$ cat config.mk
export PLATFORM = sky130hd
export DESIGN_NAME = bsa_div
export DESIGN_NICKNAME = d
export VERILOG_FILES = /design/src/hw/rtl/byte_entropy_lsb_stego_analyzer_unit_assert.svh /design/src/hw/rtl/bsa_pkg.sv /design/src/hw/rtl/bsa_div.sv
export SDC_FILE = /design/constraint.sdc
export NUM_CORES = 1
export LEC_CHECK = 0
export ABC_CLOCK_PERIOD_IN_PS = 5800
export BUFFER_PORTS_ARGS = -buffer_cell sky130_fd_sc_hd__buf_2
export CAP_MARGIN = 30
export CORE_UTILIZATION = 50
export DETAILED_ROUTE_END_ITERATION = 12
export GPL_TIMING_DRIVEN = 0
export PLACE_DENSITY = 0.78
export SLEW_MARGIN = 20
export SYNTH_ARGS = -nofsm -noshare
export SYNTH_HDL_FRONTEND = slang
export SYNTH_SLANG_ARGS = --single-unit
$ cat constraint.sdc
create_clock -name i_clk -period 5.8 [get_ports i_clk]
set_input_delay 0.87 -clock i_clk [delete_from_list [all_inputs] [get_ports i_clk]]
set_output_delay 0.87 -clock i_clk [all_outputs]
set_load 0.01 [all_outputs]
$ cat src/hw/rtl/byte_entropy_lsb_stego_analyzer_unit_assert.svh
// Assertion macros for the byte entropy analyzer.
`ifndef BYTE_ENTROPY_LSB_STEGO_ANALYZER_UNIT_ASSERT_SVH
`define BYTE_ENTROPY_LSB_STEGO_ANALYZER_UNIT_ASSERT_SVH
`ifndef SYNTH
`define BSA_ASSERT(name, prop) \
    name: assert property (@(posedge i_clk) disable iff (!i_rst_n) prop) \
        else $error("assertion failed");
`define BSA_ASSERT_IMP(name, ante, cons) \
    name: assert property (@(posedge i_clk) disable iff (!i_rst_n) (ante) |-> (cons)) \
        else $error("assertion failed");
`else
`define BSA_ASSERT(name, prop)
`define BSA_ASSERT_IMP(name, ante, cons)
`endif
`endif

$ cat src/hw/rtl/bsa_pkg.sv
// Types, constants and log2 helpers for the byte entropy analyzer.
`default_nettype none
package bsa_pkg;
    localparam int COUNT_BITS = 32;
    localparam int FRAC_BITS  = 16;
    localparam int NUM_BINS   = 256;
    localparam int BIN_AW     = 8;
    localparam int LOG_W      = 22;
    localparam int ACC_W      = 54;
    localparam int NUM_W      = 72;
    localparam int DATA_W     = 128;

    localparam logic [COUNT_BITS-1:0] CNT_MAX = {COUNT_BITS{1'b1}};
    localparam logic [39:0] CHI_MAX = 40'hFFFFFFFF00;
    localparam logic [NUM_W-1:0] ENT_MAX = NUM_W'(8) << FRAC_BITS;
    localparam logic [16:0] ONE  = 17'h10000;
    localparam logic [16:0] HALF = 17'h08000;
    localparam logic [16:0] HIGH_TH = 17'h0C000;

    localparam logic [1:0] ASSESS_LOW  = 2'd0;
    localparam logic [1:0] ASSESS_MOD  = 2'd1;
    localparam logic [1:0] ASSESS_HIGH = 2'd2;

    localparam logic [16:0] LOG_TAB [17] = '{
        17'd0, 17'd5732, 17'd11136, 17'd16248, 17'd21098, 17'd25711, 17'd30109,
        17'd34312, 17'd38336, 17'd42196, 17'd45904, 17'd49472, 17'd52911,
        17'd56229, 17'd59434, 17'd62534, 17'd65536
    };

    typedef struct packed {
        logic [4:0]  e;
        logic [16:0] tk;
        logic [12:0] step;
        logic [15:0] r;
    } t_lg_front;

    typedef struct packed {
        logic start;
    } t_walk_ctl;

    typedef struct packed {
        logic busy;
        logic done;
    } t_walk_sts;

    function automatic t_lg_front log2_front(input logic [COUNT_BITS-1:0] x);
        t_lg_front   res;
        logic [4:0]  e;
        logic [31:0] norm;
        logic [3:0]  k;
        logic [16:0] t1;
        e = 5'd0;
        for (int i = 0; i < COUNT_BITS; i++) begin
            if (x[i]) e = 5'(i);
        end
        norm = x << (5'd31 - e);
        k = norm[30:27];
        t1 = LOG_TAB[5'({1'b0, k}) + 5'd1];
        res.e = e;
        res.tk = LOG_TAB[k];
        res.step = 13'(t1 - LOG_TAB[k]);
        res.r = norm[26:11];
        return res;
    endfunction

    function automatic logic [LOG_W-1:0] log2_back(input t_lg_front f);
        logic [28:0] prod;
        prod = 29'(f.step) * 29'(f.r);
        return LOG_W'({f.e, 16'h0}) + LOG_W'(f.tk) + LOG_W'(prod[28:16]);
    endfunction
endpackage
`default_nettype wire

$ cat src/hw/rtl/bsa_div.sv
// Restoring serial divider, one quotient bit per cycle.
`default_nettype none
module bsa_div (
    input  wire logic                       i_clk,
    input  wire logic                       i_rst_n,
    input  wire logic                       i_start,
    input  wire logic [bsa_pkg::NUM_W-1:0]  i_num,
    input  wire logic [bsa_pkg::COUNT_BITS-1:0] i_den,
    output logic                            o_busy,
    output logic                            o_done,
    output logic      [bsa_pkg::NUM_W-1:0]  o_quo
);
    logic                              r_busy;
    logic                              r_done;
    logic [6:0]                        r_cnt;
    logic [bsa_pkg::NUM_W-1:0]         r_num;
    logic [bsa_pkg::NUM_W-1:0]         r_quo;
    logic [bsa_pkg::COUNT_BITS-1:0]    r_rem;
    logic [bsa_pkg::COUNT_BITS-1:0]    r_den;
    logic [bsa_pkg::COUNT_BITS:0]      rem_sh;
    logic                              ge;
    logic [bsa_pkg::COUNT_BITS:0]      rem_sub;

    assign rem_sh  = {r_rem, r_num[bsa_pkg::NUM_W-1]};
    assign ge      = rem_sh >= {1'b0, r_den};
    assign rem_sub = rem_sh - {1'b0, r_den};

    always_ff @(posedge i_clk) begin
        if (!i_rst_n) begin
            r_busy <= 1'b0;
            r_done <= 1'b0;
            r_cnt  <= '0;
        end else begin
            r_done <= 1'b0;
            if (i_start && !r_busy) begin
                r_busy <= 1'b1;
                r_cnt  <= 7'(bsa_pkg::NUM_W - 1);
            end else if (r_busy) begin
                if (r_cnt == 7'd0) begin
                    r_busy <= 1'b0;
                    r_done <= 1'b1;
                end
                r_cnt <= r_cnt - 7'd1;
            end
        end
    end

    always_ff @(posedge i_clk) begin
        if (i_start && !r_busy) begin
            r_num <= i_num;
            r_den <= i_den;
            r_rem <= '0;
            r_quo <= '0;
        end else if (r_busy) begin
            r_num <= {r_num[bsa_pkg::NUM_W-2:0], 1'b0};
            r_rem <= ge ? rem_sub[bsa_pkg::COUNT_BITS-1:0] : rem_sh[bsa_pkg::COUNT_BITS-1:0];
            r_quo <= {r_quo[bsa_pkg::NUM_W-2:0], ge};
        end
    end

    assign o_busy = r_busy;
    assign o_done = r_done;
    assign o_quo  = r_quo;
endmodule
`default_nettype wire

==> results.cfg <==
[logic_synthesis]
synth_seq_area_share_pct = 53.54
postSynth.topFlopCell = sky130_fd_sc_hd__dfxtp_1
count_of_warnings_emitted_by_yosys = 0
synth-simple-area-share_pct = 12.02
synth.net_count = 1116
netlist_instances = 974
synth_enable_flop_cells = 104
yosys-top-cells-area = sky130_fd_sc_hd__edfxtp_1 (31%), sky130_fd_sc_hd__dfxtp_1 (22%), sky130_fd_sc_hd__mux2_2 (7.9%)
synth-async-reset-ratio_pct = 0
synth_fa_ha_area_share_pct = 4.428
synth.mux.area_fraction_pct = 9.840
leading_area_contributor_after_synthesis = sky130_fd_sc_hd__edfxtp_1
synth_largest_type_area_fraction_pct = 31.05
yosysMostFrequentCell = sky130_fd_sc_hd__nand2_1
synth-compound-area-share_pct = 13.38
post_synth_instance_area_mm2 = 0.01006
synth_top_family_by_area = compound AO/OA/AOI/OAI gates
synth.avg_cell_area_um2 = 10.33
synth-xor-area-share_pct = 2.873
synth.ff_latch_count = 217
ys_top_cells_by_count = sky130_fd_sc_hd__nand2_1 (201), sky130_fd_sc_hd__dfxtp_1 (113), sky130_fd_sc_hd__o21ai_0 (111)
yosys.cell_types.count = 65

[route]
drt-initial-drc-count = 469
drt-vias-per-instance = 5.273
drt_wl_total_mm = 23.06
detailedRoute.firstPassIterationCount = 5
detail_route.drc_violations = 0
via_count = 7741
avgRoutedWirePerCell_um = 15.71
detail-route-antenna-nets = 0

[critical_path]
critical_path.n_buffers_inverters = 1
worst_r2r_startpoint = r_num[71]$_DFFE_PP_
timing.critical_path.from_type = register
critPathCaptureType = register
chain_of_cells_forming_the_critical_path = inv_1 -> ha_1 -> fa_1 -> nor2b_1 -> o2111ai_1 -> a21oi_1 -> nor2_1 -> o21ai_0 -> a21oi_1 -> xor2_1 -> o221ai_1
crit_path_max_incr_delay_ns = 0.48
critPathCapture = r_rem[28]$_SDFFE_PP0P_
worst_path_dominant_cell_family = compound AO/OA/AOI/OAI gates
path_common_cell = sky130_fd_sc_hd__a21oi_1
critPathLaunch = r_num[71]$_DFFE_PP_
cp_slowest_cell = sky130_fd_sc_hd__o21ai_0
timing.critical_path.fanout_max = 3
worstPathArrival_ns = 3.36
critical_path_class = register to register
crit-reg2reg-capture = r_rem[28]$_SDFFE_PP0P_
worstPathRequired_ns = 6.19
setup.reg_to_reg.worst_slack_ns = 2.83
r2r_cells = 11
cp_num_cells = 11

[sta]
slew_violations = 0
finalClockSkew_ns = 0.006785
setup-violations-final = 0
final.hold.worst_slack_ns = 0.4616
fin_setup_tns_ns = 0
fmaxAchievable_mhz = 337.1
fin_crit_sh_pct = 51.15
slew_headroom_pct = 55.87
max_slew.worst_pin.slew_ns = 0.6620
finalWorstSetupSlack_ns = 2.833
finalHoldViolCount = 0
post-route-min-period_ns = 2.967
rsz0062_at_grt = false

[final_layout]
drive_gt1_share_pct = 26.14
post-route-cell-area_mm2 = 0.01210
syn2layout_area_growth_pct = 20.25
finish.net_count = 1325
final_cell_count_no_fill = 1468
fillCellCount = 1658
multiInputGateArea_mm2 = 0.004279
register_area_mm2 = 0.005385

[grt]
grt_first_pass_wirelength_mm = 36.19
grt.total_usage_pct = 22.10
grt_pass1_vias = 7533
grt_start_max_net_pins = 58
initial_antenna_violation_count = 2
globalRoute.totalOverflow = 0

[clocking]
tritoncts = done
cts-buffers-inserted = 24
worst_skew_pair_later_pin_latency_ns = 0.53
clk_pin_slew_worst_paths_ns = 0.06
cts_resized = 0
cts-root-buf = sky130_fd_sc_hd__clkbuf_16
clock_path_buffers = 3
cts.htree.levels = 1
cts-hold-fix-buffers = 0
cts.repair_timing.setup_buffer_count = 0
cts.sinks = 217

[floorplan]
placementRows = 51
coreArea_mm2 = 0.01959
die_area_mm2 = 0.02069
io-pin-count = 181
die_ht_um = 143.8
floorplan.initialDensity_pct = 51.34
die_width_um = 143.8

[placed_design]
place.gp.congestion = 0.9106
total_cell_area_at_the_placement_stage_mm2 = 0.01135
pre_cts_ws_ns = 2.378
place.port_buffers = 180
dp_hpwl_mm = 16.18
dpl.cell_count = 1421

[power_and_ir_drop]
vdd_ir_drop_max_mv = 0.2695
powerDensity_mw_per_mm2 = 379.1
cellLeakagePower_nw = 4.968

[hold_path]
hold_path_cell_cnt = 2
min_path_type = register to register

[flow_run]
cap_violations = 0

[outcome]
outcome = finished clean
==> sequential cells by signal, indices dropped and copies added, names as in the netlist <==
register / flops
o_busy: 1
o_done: 1
o_quo: 72
r_cnt: 7
r_den: 32
r_num: 72
r_rem: 32
==> layer usage <==
metal,track usage [%],vias to the layer above,share of wire [%]
li1,-,3849,-
met1,26.39,3594,42
met2,37.50,237,47
met3,6.098,59,6.8
met4,8.847,2,3.8
met5,0,-,0.056
==> area by class of cell <==
class	count	share of cell area, %
flip-flops and latches	217	44.52
multi-input cells	662	35.38
repair buffers	183	7.965
clock buffers	36	5.503
well taps	265	2.741
plain buffers	50	1.872
inverters	45	1.417
clock inverters	8	0.5586
diodes	2	0.04138
==> cells in the final DEF, fill, tap and decap left out, types with 3 or more instances in the layout <==
cell type	netlist	final
sky130_fd_sc_hd__a211oi_2	3	3
sky130_fd_sc_hd__a21o_1	12	12
sky130_fd_sc_hd__a21oi_1	36	36
sky130_fd_sc_hd__a31oi_1	7	7
sky130_fd_sc_hd__and3_1	8	8
sky130_fd_sc_hd__buf_2	6	186
sky130_fd_sc_hd__buf_6	4	4
sky130_fd_sc_hd__clkbuf_1	39	48
sky130_fd_sc_hd__clkbuf_16	0	24
sky130_fd_sc_hd__clkinv_2	0	5
sky130_fd_sc_hd__dfxtp_1	113	113
sky130_fd_sc_hd__edfxtp_1	104	104
sky130_fd_sc_hd__ha_1	34	34
sky130_fd_sc_hd__inv_1	45	44
sky130_fd_sc_hd__mux2_2	71	71
sky130_fd_sc_hd__mux2i_1	19	19
sky130_fd_sc_hd__nand2_1	201	201
sky130_fd_sc_hd__nand2b_1	6	6
sky130_fd_sc_hd__nand3_1	11	11
sky130_fd_sc_hd__nand4_1	6	6
sky130_fd_sc_hd__nor2_1	27	27
sky130_fd_sc_hd__nor2b_1	5	5
sky130_fd_sc_hd__nor3_1	7	7
sky130_fd_sc_hd__o21ai_0	111	111
sky130_fd_sc_hd__o21ai_1	8	8
sky130_fd_sc_hd__o21bai_1	6	6
sky130_fd_sc_hd__o221ai_1	5	5
sky130_fd_sc_hd__o2bb2a_1	3	3
sky130_fd_sc_hd__xnor2_1	17	17
sky130_fd_sc_hd__xor2_1	16	16
==> stage by stage <==
step / total power [mW] / util (%)
global route: 4.810 / 61.73
global placement: 3.150 / 57.64
finish: 4.585 / 61.74
detailed placement: 3.181 / 57.94
floorplan: 2.886 / -
CTS: 4.610 / 61.68
==> kinds of logic after synthesis <==
| kind of cell | count (synthesis) |
|---|---|
| AND/OR/NAND/NOR | 285 |
| buffers and inverters | 95 |
| XOR/XNOR | 33 |
| adder cells (fa/ha/maj) | 35 |
| AO/OA/AOI/OAI | 219 |
| multiplexers | 90 |
| flip-flops | 217 |
==> worst min path at each step <==
stage                                start                endpoint  slack (ns)
floorplan           r_rem[10]$_SDFFE_PP0P_  r_rem[10]$_SDFFE_PP0P_        0.45
global placement     o_quo[0]$_SDFFE_PP0P_   o_quo[0]$_SDFFE_PP0P_        0.45
detailed placement   o_quo[0]$_SDFFE_PP0P_   o_quo[0]$_SDFFE_PP0P_        0.45
CTS                  o_quo[0]$_SDFFE_PP0P_   o_quo[0]$_SDFFE_PP0P_        0.46
global route         o_quo[0]$_SDFFE_PP0P_   o_quo[0]$_SDFFE_PP0P_        0.48
finish               o_quo[0]$_SDFFE_PP0P_   o_quo[0]$_SDFFE_PP0P_        0.46
==> tightest hold or removal path: cells and delay by family, from the launching register on <==
| family | cells | cell delay [ns] |
|---|---|---|
| simple gates | 2 | 0.10 |
| flops | 1 | 0.32 |
==> power breakdown <==
part	leakage (nW)	internal [mW]	switching, mW
sequential	1.94	1.80	0.0947
clock	0.359	0.800	0.616
combinational	2.67	0.561	0.710
(Power assumes the default switching activity.)
